<file path="src/design/hsq_pkg.sv">
// Package with the types and constants of the stepper homing sequencer.
package hsq_pkg;

  localparam logic [1:0] DEBOUNCE_READS = 2'd3;
  localparam logic [1:0] DebounceMax    = 2'd3;

  typedef enum logic [2:0] {
    PH_SEEK  = 3'd0,
    PH_STAB  = 3'd1,
    PH_OFFS  = 3'd2,
    PH_DONE  = 3'd3,
    PH_FAULT = 3'd4
  } phase_e;

  typedef enum logic [1:0] {
    ST_HOMING = 2'd0,
    ST_READY  = 2'd1,
    ST_FAULT  = 2'd2
  } status_e;

  typedef enum logic [2:0] {
    CFG_HOME_SPEED       = 3'd0,
    CFG_SWITCH_DISTANCE  = 3'd1,
    CFG_TIMEOUT_DISTANCE = 3'd2,
    CFG_SETTLE_TIME      = 3'd3,
    CFG_OFFSET_DISTANCE  = 3'd4,
    CFG_OFFSET_FORWARD   = 3'd5
  } cfg_idx_e;

  typedef struct packed {
    logic [19:0] home_speed;
    logic [31:0] switch_distance;
    logic [31:0] timeout_distance;
    logic [15:0] settle_time;
    logic [31:0] offset_distance;
    logic        offset_forward;
  } cfg_t;

  typedef struct packed {
    logic               mode;
    logic               sensor_active;
    logic signed [31:0] step_position;
    logic        [31:0] time_ms;
  } in_item_t;

  typedef struct packed {
    logic [19:0] speed_goal;
    logic        dir_master;
    logic [2:0]  phase_out;
    logic [1:0]  sys_status;
    logic        set_zero;
    logic        clear_motion;
    logic        completed;
    logic [31:0] faults_seen;
  } out_item_t;

endpackage

</file>
<file path="src/design/stepper_homing_sequencer.sv">
// Stepper homing sequencer top level: input register, homing core, result register.
// Each item passes through the input register and then the result register before it transfers.
// Throughput: one item per cycle while the result register is not stalled, limited by the single result register.
// The input register holds an item while the result register is full and stalled.
// Reset clears both valid flags, loads the default configuration and
// returns the sequence to seek with zero baselines and no faults counted.
module stepper_homing_sequencer
  import hsq_pkg::*;
(
  input  logic        clk_i,
  input  logic        rst_ni,
  input  logic        in_valid_i,
  output logic        in_stall_o,
  input  in_item_t    in_item_i,
  output logic        out_valid_o,
  input  logic        out_stall_i,
  output out_item_t   out_item_o,
  input  logic        cfg_valid_i,
  output logic        cfg_ready_o,
  input  logic [2:0]  cfg_index_i,
  input  logic [31:0] cfg_data_i
);

  logic      in_valid_q;
  in_item_t  in_item_q;
  logic      out_valid_q;
  out_item_t out_item_q;
  logic      out_free;
  logic      step;
  cfg_t      cfg;
  out_item_t result;

  assign out_free   = !out_valid_q || !out_stall_i;
  assign step       = in_valid_q && out_free;
  assign in_stall_o = in_valid_q && !out_free;

  hsq_cfg u_cfg (
    .clk_i       (clk_i),
    .rst_ni      (rst_ni),
    .cfg_valid_i (cfg_valid_i),
    .cfg_ready_o (cfg_ready_o),
    .cfg_index_i (cfg_index_i),
    .cfg_data_i  (cfg_data_i),
    .cfg_o       (cfg)
  );

  hsq_core u_core (
    .clk_i    (clk_i),
    .rst_ni   (rst_ni),
    .step_i   (step),
    .item_i   (in_item_q),
    .cfg_i    (cfg),
    .result_o (result)
  );

  always_ff @(posedge clk_i or negedge rst_ni) begin
    if (!rst_ni) begin
      in_valid_q <= 1'b0;
    end else if (!in_stall_o) begin
      in_valid_q <= in_valid_i;
    end
  end

  always_ff @(posedge clk_i) begin
    if (!in_stall_o && in_valid_i) begin
      in_item_q <= in_item_i;
    end
  end

  always_ff @(posedge clk_i or negedge rst_ni) begin
    if (!rst_ni) begin
      out_valid_q <= 1'b0;
    end else if (out_free) begin
      out_valid_q <= in_valid_q;
    end
  end

  always_ff @(posedge clk_i) begin
    if (step) begin
      out_item_q <= result;
    end
  end

  assign out_valid_o = out_valid_q;
  assign out_item_o  = out_item_q;

endmodule

</file>
<file path="src/design/hsq_cfg.sv">
// Configuration register file of the homing sequencer.
module hsq_cfg
  import hsq_pkg::*;
(
  input  logic        clk_i,
  input  logic        rst_ni,
  input  logic        cfg_valid_i,
  output logic        cfg_ready_o,
  input  logic [2:0]  cfg_index_i,
  input  logic [31:0] cfg_data_i,
  output cfg_t        cfg_o
);

  cfg_t cfg_q, cfg_d;

  assign cfg_ready_o = 1'b1;

  always_comb begin
    cfg_d = cfg_q;
    if (cfg_valid_i) begin
      unique case (cfg_idx_e'(cfg_index_i))
        CFG_HOME_SPEED:       cfg_d.home_speed       = cfg_data_i[19:0];
        CFG_SWITCH_DISTANCE:  cfg_d.switch_distance  = cfg_data_i;
        CFG_TIMEOUT_DISTANCE: cfg_d.timeout_distance = cfg_data_i;
        CFG_SETTLE_TIME:      cfg_d.settle_time      = cfg_data_i[15:0];
        CFG_OFFSET_DISTANCE:  cfg_d.offset_distance  = cfg_data_i;
        CFG_OFFSET_FORWARD:   cfg_d.offset_forward   = cfg_data_i[0];
        default:              cfg_d = cfg_q;
      endcase
    end
  end

  always_ff @(posedge clk_i or negedge rst_ni) begin
    if (!rst_ni) begin
      cfg_q.home_speed       <= 20'd0;
      cfg_q.switch_distance  <= 32'd200;
      cfg_q.timeout_distance <= 32'd400;
      cfg_q.settle_time      <= 16'd500;
      cfg_q.offset_distance  <= 32'd0;
      cfg_q.offset_forward   <= 1'b1;
    end else begin
      cfg_q <= cfg_d;
    end
  end

  assign cfg_o = cfg_q;

endmodule

</file>
<file path="src/design/hsq_core.sv">
// Homing state machine: sequence state and the result of one item.
module hsq_core
  import hsq_pkg::*;
(
  input  logic      clk_i,
  input  logic      rst_ni,
  input  logic      step_i,
  input  in_item_t  item_i,
  input  cfg_t      cfg_i,
  output out_item_t result_o
);

  phase_e      phase_q, phase_d;
  logic [31:0] local_base_q, local_base_d;
  logic [31:0] first_base_q, first_base_d;
  logic        found_q, found_d;
  logic        tried_q, tried_d;
  logic [31:0] settle_start_q, settle_start_d;
  logic [1:0]  db_count_q, db_count_d;
  logic        dir_q, dir_d;
  logic [31:0] fault_total_q, fault_total_d;
  logic        zero_done_q, zero_done_d;

  logic [19:0] speed;
  status_e     status;
  logic        zero_pulse;
  logic        clear;
  logic [31:0] dist_local;
  logic [31:0] dist_first;
  logic [31:0] elapsed;
  logic        settled;

  function automatic logic [31:0] abs_dist(logic signed [31:0] pos, logic [31:0] base);
    logic [32:0] diff;
    logic [32:0] neg;
    diff = {pos[31], pos} - {base[31], base};
    neg  = ~diff + 33'd1;
    return diff[32] ? neg[31:0] : diff[31:0];
  endfunction

  assign dist_local = abs_dist(item_i.step_position, local_base_q);
  assign dist_first = abs_dist(item_i.step_position, first_base_q);
  assign elapsed    = item_i.time_ms - settle_start_q;
  assign settled    = elapsed >= {16'd0, cfg_i.settle_time};

  always_comb begin
    phase_d        = phase_q;
    local_base_d   = local_base_q;
    first_base_d   = first_base_q;
    found_d        = found_q;
    tried_d        = tried_q;
    settle_start_d = settle_start_q;
    db_count_d     = db_count_q;
    dir_d          = dir_q;
    fault_total_d  = fault_total_q;
    zero_done_d    = zero_done_q;
    speed          = 20'd0;
    status         = ST_HOMING;
    zero_pulse     = 1'b0;
    clear          = 1'b0;
    if (item_i.mode) begin
      phase_d        = PH_SEEK;
      local_base_d   = item_i.step_position;
      first_base_d   = item_i.step_position;
      found_d        = 1'b0;
      settle_start_d = 32'd0;
      tried_d        = 1'b0;
      dir_d          = 1'b0;
      db_count_d     = 2'd0;
      zero_done_d    = 1'b0;
      speed          = cfg_i.home_speed;
      clear          = 1'b1;
    end else begin
      unique case (phase_q)
        PH_SEEK: begin
          speed = cfg_i.home_speed;
          if (item_i.sensor_active) begin
            if (db_count_q != DebounceMax) begin
              db_count_d = db_count_q + 2'd1;
            end
            if (db_count_d >= DEBOUNCE_READS) begin
              found_d        = 1'b1;
              phase_d        = PH_STAB;
              settle_start_d = item_i.time_ms;
              speed          = 20'd0;
            end
          end else begin
            db_count_d = 2'd0;
          end
          if (!found_d && !tried_q && (dist_local > cfg_i.switch_distance)) begin
            tried_d      = 1'b1;
            local_base_d = item_i.step_position;
            dir_d        = 1'b1;
          end
          if (!found_d && (dist_first > cfg_i.timeout_distance)) begin
            phase_d = PH_FAULT;
            speed   = 20'd0;
            status  = ST_FAULT;
            if (fault_total_q != '1) begin
              fault_total_d = fault_total_q + 32'd1;
            end
          end
        end
        PH_STAB: begin
          if (settled && found_q) begin
            phase_d      = PH_OFFS;
            local_base_d = item_i.step_position;
            dir_d        = cfg_i.offset_forward;
          end
        end
        PH_OFFS: begin
          speed = cfg_i.home_speed;
          if (dist_local >= cfg_i.offset_distance) begin
            phase_d        = PH_DONE;
            settle_start_d = item_i.time_ms;
            speed          = 20'd0;
          end
        end
        PH_DONE: begin
          if (zero_done_q) begin
            status = ST_READY;
          end else if (settled) begin
            zero_done_d = 1'b1;
            zero_pulse  = 1'b1;
            clear       = 1'b1;
            status      = ST_READY;
          end
        end
        default: begin
          phase_d = PH_FAULT;
          clear   = 1'b1;
          status  = ST_FAULT;
        end
      endcase
    end
  end

  always_ff @(posedge clk_i or negedge rst_ni) begin
    if (!rst_ni) begin
      phase_q        <= PH_SEEK;
      local_base_q   <= 32'd0;
      first_base_q   <= 32'd0;
      found_q        <= 1'b0;
      tried_q        <= 1'b0;
      settle_start_q <= 32'd0;
      db_count_q     <= 2'd0;
      dir_q          <= 1'b0;
      fault_total_q  <= 32'd0;
      zero_done_q    <= 1'b0;
    end else if (step_i) begin
      phase_q        <= phase_d;
      local_base_q   <= local_base_d;
      first_base_q   <= first_base_d;
      found_q        <= found_d;
      tried_q        <= tried_d;
      settle_start_q <= settle_start_d;
      db_count_q     <= db_count_d;
      dir_q          <= dir_d;
      fault_total_q  <= fault_total_d;
      zero_done_q    <= zero_done_d;
    end
  end

  always_comb begin
    result_o.speed_goal   = speed;
    result_o.dir_master   = dir_d;
    result_o.phase_out    = phase_d;
    result_o.sys_status   = status;
    result_o.set_zero     = zero_pulse;
    result_o.clear_motion = clear;
    result_o.completed    = (phase_d == PH_DONE) || (phase_d == PH_FAULT);
    result_o.faults_seen  = fault_total_d;
  end

endmodule

</file>
<file path="config.mk">
export PLATFORM = sky130hd
export DESIGN_NAME = stepper_homing_sequencer
export DESIGN_NICKNAME = d
export VERILOG_FILES = /design/src/design/hsq_pkg.sv /design/src/design/stepper_homing_sequencer.sv /design/src/design/hsq_cfg.sv /design/src/design/hsq_core.sv
export SDC_FILE = /design/constraint.sdc
export NUM_CORES = 1
export LEC_CHECK = 0
export BUFFER_PORTS_ARGS = -buffer_cell sky130_fd_sc_hd__clkbuf_2
export CORE_MARGIN = 1
export CORE_UTILIZATION = 30
export DETAILED_ROUTE_END_ITERATION = 7
export GPL_ROUTABILITY_DRIVEN = 0
export PLACE_DENSITY = 0.52
export SLEW_MARGIN = 20
export SYNTH_ARGS = -nofsm -noshare
export SYNTH_HDL_FRONTEND = slang
export SYNTH_HIERARCHICAL = 1
export SYNTH_SLANG_ARGS = --single-unit
</file>
<file path="constraint.sdc">
create_clock -name clk_i -period 8.14 [get_ports clk_i]
set_input_delay 1.628 -clock clk_i [delete_from_list [all_inputs] [get_ports clk_i]]
set_output_delay 1.628 -clock clk_i [all_outputs]
set_load 0.02 [all_outputs]
</file>
# Word-level counts from Yosys, hierarchy flattened
# Cells that the tools add are included.
# Widths: inputs -> output; s select.
word_totals:
  ff_bits: 399
  inputBits: 106
  output_inout_bits: 64
  word_cells: 157
classes:
  addsub: 7
  n_lt_le_gt_ge: 5
  eq_ne: 17
  n_mux: 58
  bitwise_logic: 3
  n_reduce_logical: 37
op_table:
  columns: ["cell", "count"]
  rows:
  - ["$mux 32", 13]
  - ["$pmux 32 s2", 2]
  - ["$mux 20", 5]
  - ["$add 32x1->32 const B", 3]
  - ["$sub 32x32->33", 2]
  - ["$gt 32x32->1", 2]
  - ["$not 32->32", 2]
  - ["$pmux 20 s2", 1]
  - ["$ge 32x16->1", 1]
  - ["$ge 32x32->1", 1]
  - ["$ne 32x32->1 const B", 1]
  - ["$sub 32x32->32", 1]
  - ["$mux 1", 18]
  - ["$mux 2", 9]
  - ["$mux 3", 6]
  - ["$reduce_and 2->1", 9]
  - ["$eq 3x2->1 const B", 5]
  - ["$ne 3x2->1 const B", 4]
  - ["$pmux 3 s4", 1]
  - ["$eq 3x3->1 const B", 3]
  - ["$logic_and 1x1->1", 7]
  - ["$eq 3x1->1 const B", 2]
  - ["$logic_not 1->1", 6]
  - ["$logic_not 3->1", 2]
  - ["other kinds (15)", 21]

# Longest topological paths before layout
# Gate-level depths: netlist of run 1.
logic_depth:
  depth_word: 17
  depth_mapped: 29
  depth_no_buf: 26

# By module
# The synthesis of run 1 kept the hierarchy.
by_module_without_submodules:
  columns: ["mod", "instances", "cells_per_inst", "area_per_inst_um2", "seq_area_each_um2"]
  rows:
  - ["hsq_core", 1, 2158, 16615.9, 3428.3]
  - ["hsq_cfg", 1, 289, 5053.6, 3344.5]
  - ["stepper_homing_sequencer", 1, 135, 3906.2, 3863.7]

# Worst setup path after synthesis of run 1
# OpenSTA, ideal clock, no wires.
synth_timing:
  kind: "input-to-reg"
  from: "input port out_stall_i"
  to: "register u_core.fault_total_q[15]"
  setup_ns: 0.125
  arrival_ns: 7.981
  required_time_ns: 8.015
  slack_ns: 0.034
  path_stages: 7
  path_buffers: 1
  path_cell_list: "a21boi_0 -> inv_1 -> nor2_1 -> and3_1 -> clkbuf_1 -> nand3_1 -> xnor2_1"
synth_between:
  elab_chain_cells: 3
synth_lines:
  columns: ["element", "line_no", "rtl"]
  rows:
  - ["start: declaration", "stepper_homing_sequencer.sv:16", "input logic out_stall_i,"]
  - ["$logic_not 1->1", "stepper_homing_sequencer.sv:33", "assign out_free = !out_valid_q || !out_stall_i;"]
  - ["$logic_or 1x1->1", "stepper_homing_sequencer.sv:33", null]
  - ["$logic_and 1x1->1", "stepper_homing_sequencer.sv:34", "assign step = in_valid_q && out_free;"]
  - ["end signal: assignment", "hsq_core.sv:159", "fault_total_q <= fault_total_d;"]
  - ["end: declaration", "hsq_core.sv:21", "logic [31:0] fault_total_q, fault_total_d;"]
# No other way between the ends.
# A chain may end at the register's enable or synchronous reset.

# Final worst setup path of run 1
layout_timing:
  from: "register in_item_q[32] (netlist name)"
  to: "register u_core.settle_start_q[22]"
layout_between:
  elab_chain_cells: 7
layout_lines:
  columns: ["element", "line_no", "rtl"]
  rows:
  - ["start: declaration", "stepper_homing_sequencer.sv:25", "in_item_t in_item_q;"]
  - ["start signal: assignment", "stepper_homing_sequencer.sv:66", "in_item_q <= in_item_i;"]
  - ["$sub 32x32->33 (*)", "hsq_core.sv:36", "diff = {pos[31], pos} - {base[31], base};"]
  - ["$not 32->32", "hsq_core.sv:37", "neg = ~diff + 33'd1;"]
  - ["$add 32x1->32", "hsq_core.sv:37", null]
  - ["$mux 32 (*)", "hsq_core.sv:38", "return diff[32] ? neg[31:0] : diff[31:0];"]
  - ["$ge 32x32->1 (*)", "hsq_core.sv:113", "if (dist_local >= cfg_i.offset_distance) begin"]
  - ["$ne 3x2->1 (no line) (*)", null, null]
  - ["$reduce_and 5->1 (no line) (*)", null, null]
  - ["end signal: assignment", "hsq_core.sv:156", "settle_start_q <= settle_start_d;"]
  - ["end: declaration", "hsq_core.sv:18", "logic [31:0] settle_start_q, settle_start_d;"]
# Mark *: on every way between the ends. The rest lies on a longest branch, timed or not.

==> results of run 1 <==
## Yosys cell counts (47+ instances only)
| master | number |
|---|---|
| a21o_1 | 78 |
| mux2_2 | 70 |
| xor2_1 | 67 |
| clkbuf_1 | 69 |
| nand2_1 | 227 |
| inv_1 | 231 |
| o21ai_0 | 126 |
| nor2_1 | 127 |
| xnor2_1 | 117 |
| nand4_1 | 51 |
| a21oi_1 | 140 |
| edfxtp_1 | 127 |
| nand3_1 | 47 |
| mux2_1 | 65 |
| dfrtp_1 | 259 |
| ha_1 | 210 |
## flip-flops by register name (all words and copies together) (netlist names)
| signal | count |
|---|---|
| u_core/first_base_q | 32 |
| in_item_q | 66 |
| u_core/db_count_q | 2 |
| u_cfg/cfg_o | 133 |
| u_core/zero_done_q | 1 |
| in_valid_q | 1 |
| u_core/settle_start_q | 32 |
| u_core/local_base_q | 32 |
| u_core/phase_q | 3 |
| u_core/tried_q | 1 |
| u_core/found_q | 1 |
| out_item_o | 61 |
| out_valid_o | 1 |
| u_core/fault_total_q | 32 |
| u_core/dir_q | 1 |
## final cells by class
cell class                 instances  share of cell area [%]
timing repair buffer             190                    3.62
clock buffer                      67                    4.65
sequential                       399                    36.3
clock inverter                    21                   0.867
multi-input combinational       1848                    46.7
tap                             1134                    4.84
inverter                         232                    2.97
## layer usage
metal	vias up	wire, um	share of wire [%]
met1	9528	34400	48
met4	2	1620	2.3
met5	-	13	0.018
met3	87	3500	4.9
li1	9625	-	-
met2	424	31900	45
## through the flow
stage	cell area (um2)	utilization (%)	worst slack (ps)	hold WS (ps)	instances
finish	29300	34.9	650	477	3891
global route	29300	34.9	150	497	3891
global placement	27600	32.9	644	463	3802
floorplan	25600	-	34.1	450	2582
detailed placement	27600	32.9	500	468	3802
CTS	29300	34.9	461	481	3890
## logic make-up (layout without fill, tap and decap cells)
| kind of cell | count (synthesis) | count (layout) |
|---|---|---|
| AOI/OAI and AO/OA | 611 | 611 |
| xor gates and xnor gates | 184 | 184 |
| adders and majority gates | 213 | 213 |
| buffers and inverters | 335 | 510 |
| DFF | 399 | 399 |
| muxes | 138 | 138 |
| other | 1 | 1 |
| and+or+nand+nor | 701 | 701 |
## timing repair
action,CTS,global route
hold endpoints to repair,0,0
setup endpoints to repair,0,1
gates resized for setup,0,1
## power groups by stage
stage               sequential [mW]  clock (mW)  combinational [mW]
finish                         2.74        2.19                5.83
global route                   2.79        2.34                6.54
CTS                            2.74        2.27                5.83
detailed placement             2.77           0                5.78
global placement               2.76           0                5.76
floorplan                      2.74           0                4.20
## worst paths after layout
kind | start | endpoint | slack (ps) | cells past startpoint
setup / recovery | in_item_q[32] | u_core/settle_start_q[22] | 650 | 27
max in group asynchronous | rst_ni | u_cfg/cfg_o[59] | 5780 | 2
hold / removal | u_cfg/cfg_o[122] | u_cfg/cfg_o[122] | 480 | 1
hold reg to reg | u_cfg/cfg_o[122] | u_cfg/cfg_o[122] | 480 | 1
min in group asynchronous | rst_ni | u_core/fault_total_q[18] | 1010 | 1
setup reg to reg | in_item_q[32] | u_core/settle_start_q[22] | 650 | 27
## worst register-to-register path: stages (launching register included)
cell and delay [ps]:
edfxtp_1 360, inv_1 80, ha_1 230, fa_1 440, nor2b_4 140, o31a_1 230
a21oi_1 140, and3b_1 280, o22ai_1 390, o211ai_1 160, a21boi_0 320, nand2_1 140
a21oi_2 750, a21oi_1 120, xor2_1 310, ha_1 310, a21o_1 190, a21o_1 170
a21oi_1 200, o21ai_0 110, a2111oi_0 820, buf_4 220, o21ai_0 170, o211ai_1 340
inv_1 120, o21ai_2 130, buf_4 330, a22o_1 240
==> impl_metrics.yaml, run 1 <==
routing:
  num_vias: 19700
  drc: 0
  wl_um: 71400
  routedWlPerCell_um: 18.4
  via_per_inst: 5.05
  drt_first_pass_iters: 5
  drt_iter0_markers: 1082
  ant_nets: 0
cells_and_area:
  final_nets: 3037
  area_growth_syn_to_layout_pct: 14.5
  nFillCells: 8511
  register_area_um2: 10600
  layout.cells.most_common_list: "259 x dfrtp_1, 231 x inv_1, 227 x nand2_1"
  final_layout_size_suffix_gt1_share_pct: 14.4
  multi_input_area_um2: 13700
  final_common_cell: "dfrtp_1"
  diodes: 0
synthesis:
  synth_top_family_by_area: "compound AO/OA/AOI/OAI gates"
  synth-simple-area-share_pct: 14.1
  synth_edf_count: 127
  synth_xor_xnor_area_share_pct: 6.30
  synth_top_area_cell: "dfrtp_1"
  synthesis.area_um2: 25600
  synth_area_per_cell_um2: 9.91
  synth_adder_area_share_pct: 10.5
  syn_nets: 2901
  yosys.cell_types.count: 96
  yosys.area.top_type_share_pct: 25.3
  synth.area.mux_share_pct: 6.06
  yosysWarnings: 6
  ys_ff_latch: 399
  ys_seq_area_share_pct: 41.6
  async_flop_share_pct: 68.2
  yosys_most_used_dff: "dfrtp_1"
  synthCells: 2582
  synth_compound_area_share_pct: 16.1
  synthTopCellsByArea: "dfrtp_1 25%, edfxtp_1 15%, ha_1 10%, xnor2_1 4.0%, inv_1 3.4%"
clock_network:
  cts-root-buf: "clkbuf_16"
  clk_latency_ps: 610
  clock-sinks: 399
  numCtsBuffers: 47
  clkTransAtPathRegs_ps: 60
  holdBufCountCts: 0
  cts_setup_buffers: 0
  cts_max_path_buffers: 3
  tritoncts: "done"
  cts.htree.levels: 2
timing:
  timing.slew.headroom_pct: 35.4
  max_freq_mhz: 134
  fin_tns_setup_ps: 0
  rsz0062_at_grt: "no"
  tightest_slew_ps: 968
  drv_slew: 0
  post-route-min-period_ps: 7490
  finClkSkew_ps: 29.5
  min_period_over_period_pct: 92.0
  final_hold_viol_count: 0
  setup_viol: 0
die:
  ios: 170
  row_count: 106
  core_area_um2: 84000
  die_area_um2: 86400
  start_util_pct: 30.5
  fp.dieW_um: 294
  fp.dieH_um: 294
power_and_ir_drop:
  p_total_mw: 10.8
  power.switching_mw: 4.66
  p_clk_share_pct: 20.4
  p_int_mw: 6.10
  vdd_ir_drop_max_mv: 0.276
  p_per_area_nw_per_um2: 367
  sw_frac_of_total_pct: 43.3
  leakage_nw: 12.8
  p_seq_share_pct: 25.4
  p_comb_share_pct: 54.2
setup_path:
  cp.required_ps: 8670
  start_kind: "flip-flop"
  path_buf_inv: 4
  end_kind: "flip-flop"
  cp.arrival_ps: 8020
  cp_slowest_stage_delay_ps: 820
  path_class: "reg -> reg"
  slowest_stage: "a2111oi_0"
  crit_family: "compound AO/OA/AOI/OAI gates"
  path_common_cell: "a21oi_1"
  cp_max_fo: 30
flow_run:
  cap_violations: 0
worst_hold_path:
  min_path_type: "reg -> reg"
grt:
  grt_use_total_pct: 16.4
  antenna_found_initial: 2
  overflow: 0
  gr-max-usage-layer: "met2"
  grt_max_degree: 130
  grtUsageMet1_pct: 23.1
  grt_pass1_wl_um: 112000
  use_met2_pct: 25.9
  grt_pass1_vias: 19200
  met3_usage_pct: 2.72
status:
  outcome: "finished, final reports clean"
place:
  io_buffers: 168
  hpwl_um: 53000
No activity file was read; power rests on OpenSTA's default activity.
==> run 2: changes to the inputs <==
--- a/config.mk
+++ b/config.mk
@@ -5,6 +5,7 @@
 export SDC_FILE = /design/constraint.sdc
 export NUM_CORES = 1
 export LEC_CHECK = 0
+export ABC_AREA = 1
 export BUFFER_PORTS_ARGS = -buffer_cell sky130_fd_sc_hd__clkbuf_2
 export CORE_MARGIN = 1
 export CORE_UTILIZATION = 30
==> impl_metrics.yaml, run 2 <==
place:
  dp_slack_ps: 1710
  io_buffers: 168
  hpwl_um: 69700
cells_and_area:
  layout.cells.most_common_list: "1307 x nand2_1, 659 x inv_1, 293 x nand3_1"
  final_common_cell: "nand2_1"
  final_layout_size_suffix_gt1_share_pct: 8.66
  final_nets: 4456
  largest_reg_flops: 133
  nFillCells: 10100
  area_growth_syn_to_layout_pct: 13.7
setup_path:
  slowest_stage: "nand2_1"
  cp.arrival_ps: 6950
  path_class: "reg -> reg"
  crit_family: "simple AND/OR/NAND/NOR gates"
  cp_slowest_stage_delay_ps: 660
  start_kind: "flip-flop"
  end_kind: "flip-flop"
  path_common_cell: "nand2_1"
  path_buf_inv: 3
  cp.required_ps: 8610
  cp_max_fo: 27
timing:
  setup_viol: 0
  drv_slew: 0
  finClkSkew_ps: 48.4
  tightest_slew_ps: 1080
  finalWorstSetupSlack_ps: 1670
  post-route-min-period_ps: 6470
  rsz0062_at_grt: "no"
  max_freq_mhz: 154
  fin_tns_setup_ps: 0
  timing.slew.headroom_pct: 27.7
  min_period_over_period_pct: 79.5
  final_hold_viol_count: 0
routing:
  ant_nets: 0
  drt_iter0_markers: 1956
  drc: 0
  num_vias: 25700
  drt_first_pass_iters: 8
  via_per_inst: 4.73
  routedWlPerCell_um: 16.5
  wl_um: 89700
grt:
  grt_pass1_wl_um: 142000
  grt_pass1_vias: 24600
  antenna_found_initial: 8
  grt_use_total_pct: 18.5
  grt_max_degree: 147
  overflow: 0
die:
  fp.dieW_um: 311
  core_area_um2: 93700
  ios: 170
  die_area_um2: 96400
  start_util_pct: 30.5
  fp.dieH_um: 311
  row_count: 112
clock_network:
  holdBufCountCts: 0
  cts_max_path_buffers: 3
  clkTransAtPathRegs_ps: 60
  cts-root-buf: "clkbuf_16"
  cts.htree.levels: 2
  cts_setup_buffers: 0
  numCtsBuffers: 49
  tritoncts: "done"
  clk_latency_ps: 630
  cts_resized: 0
  clock-sinks: 399
synthesis:
  synthTopCellsByArea: "dfrtp_1 23%, nand2_1 17%, edfxtp_1 13%, ha_1 9.2%, inv_1 8.7%"
  synthesis.area_um2: 28600
  synthCells: 4001
  yosys.cell_types.count: 59
  async_flop_share_pct: 68.2
  ys_ff_latch: 399
  yosysMostFrequentCell: "nand2_1"
  synth_area_per_cell_um2: 7.14
  synth_edf_count: 127
  syn_nets: 4320
  yosys.area.top_type_share_pct: 22.7
  synth_top_area_cell: "dfrtp_1"
  yosysWarnings: 6
  ys_top_cells_by_count: "1309 x nand2_1, 661 x inv_1, 293 x nand3_1"
  ys_seq_area_share_pct: 37.2
  yosys_most_used_dff: "dfrtp_1"
power_and_ir_drop:
  vdd_ir_drop_max_mv: 0.174
  leakage_nw: 16.4
  p_per_area_nw_per_um2: 371
worst_hold_path:
  min_path_type: "reg -> reg"
status:
  outcome: "finished, final reports clean"
flow_run:
  cap_violations: 0
==> run 2: power breakdown <==
part,leakage (nW),switching (mW),internal (mW),total [mW]
Combinational,10.8,4.59,2.28,6.87
Clock,0.885,0.953,1.51,2.47
Sequential,4.68,0.210,2.48,2.69
Total,16.4,5.75,6.28,12.0
==> run 2: cell families after synthesis <==
| kind of cell | after synthesis | synth area share [%] |
|---|---|---|
| xor+xnor | 120 | 3.79 |
| flops | 399 | 37.2 |
| compound gates | 458 | 9.17 |
| simple gates | 2038 | 29.7 |
| fa+ha+maj | 213 | 9.41 |
| buf+inv | 772 | 10.7 |
| other cells | 1 | 0.0131 |
==> run 2: path summary, 6_finish.rpt <==
| kind | start | end | slack, ps | cells past startpoint |
|---|---|---|---|---|
| worst max-delay path | in_item_q[32] | out_item_o[57] | 1670 | 27 |
| worst min-delay path | u_cfg/cfg_o[57] | u_cfg/cfg_o[57] | 460 | 2 |
| worst max register to register | in_item_q[32] | out_item_o[57] | 1670 | 27 |
| worst min register to register | u_cfg/cfg_o[57] | u_cfg/cfg_o[57] | 460 | 2 |
| max in group asynchronous | rst_ni | u_core/settle_start_q[22] | 5890 | 2 |
| min in group asynchronous | rst_ni | u_core/first_base_q[20] | 940 | 1 |
==> run 2: worst register-to-register path: stages (launching register included) <==
cell      delay, ps
edfxtp_1        310
inv_1            90
ha_1            240
fa_1            420
inv_1           110
nand3_1          70
nand2_1         130
nand3_1         100
nand2_2         130
nand2_1          60
nand2_1          90
nand3_1         120
nand2_1         110
nand4_1          80
nand2_1         110
xor2_2          460
buf_4           380
o21ai_0         170
xnor2_1         180
ha_1            320
nand4_1         120
nor4_1          460
a31oi_1         350
nand2_1         590
nand2_1         660
o32ai_1         330
nand2_1          80
o21ai_0         100
==> run 2: area by class of cell <==
cell class	instances	area (um2)	area share, %
clock inverters	38	552	1.70
diodes	1	2.50	0.00771
well taps	1254	1570	4.83
flip-flops and latches	399	10600	32.8
inverters	670	2510	7.75
clock buffers	54	1260	3.90
repair buffers	187	1010	3.10
multi-input cells	2830	14900	45.9
==> run 2: per-stage QoR <==
step           cells  util (%)  area, um2  hold WS [ps]  power (mW)
2_1_floorplan   4001         -      28600           442        7.61
3_3_place_gp    5340      32.7      30600           452        9.49
3_5_place_dp    5340      32.7      30600           454        9.56
4_1_cts         5432      34.6      32500           466        12.1
5_1_grt         5432      34.6      32500           471        13.3
6_report        5433      34.6      32500           465        12.0
==> run 2: routing by layer <==
layer | global-route usage, % | up-vias | share of wire (%)
li1 | - | 13000 | -
met1 | 26.7 | 11900 | 49
met2 | 28.1 | 601 | 43
met3 | 2.91 | 140 | 5.4
met4 | 5.85 | 16 | 3.0
met5 | 0 | - | 0.11
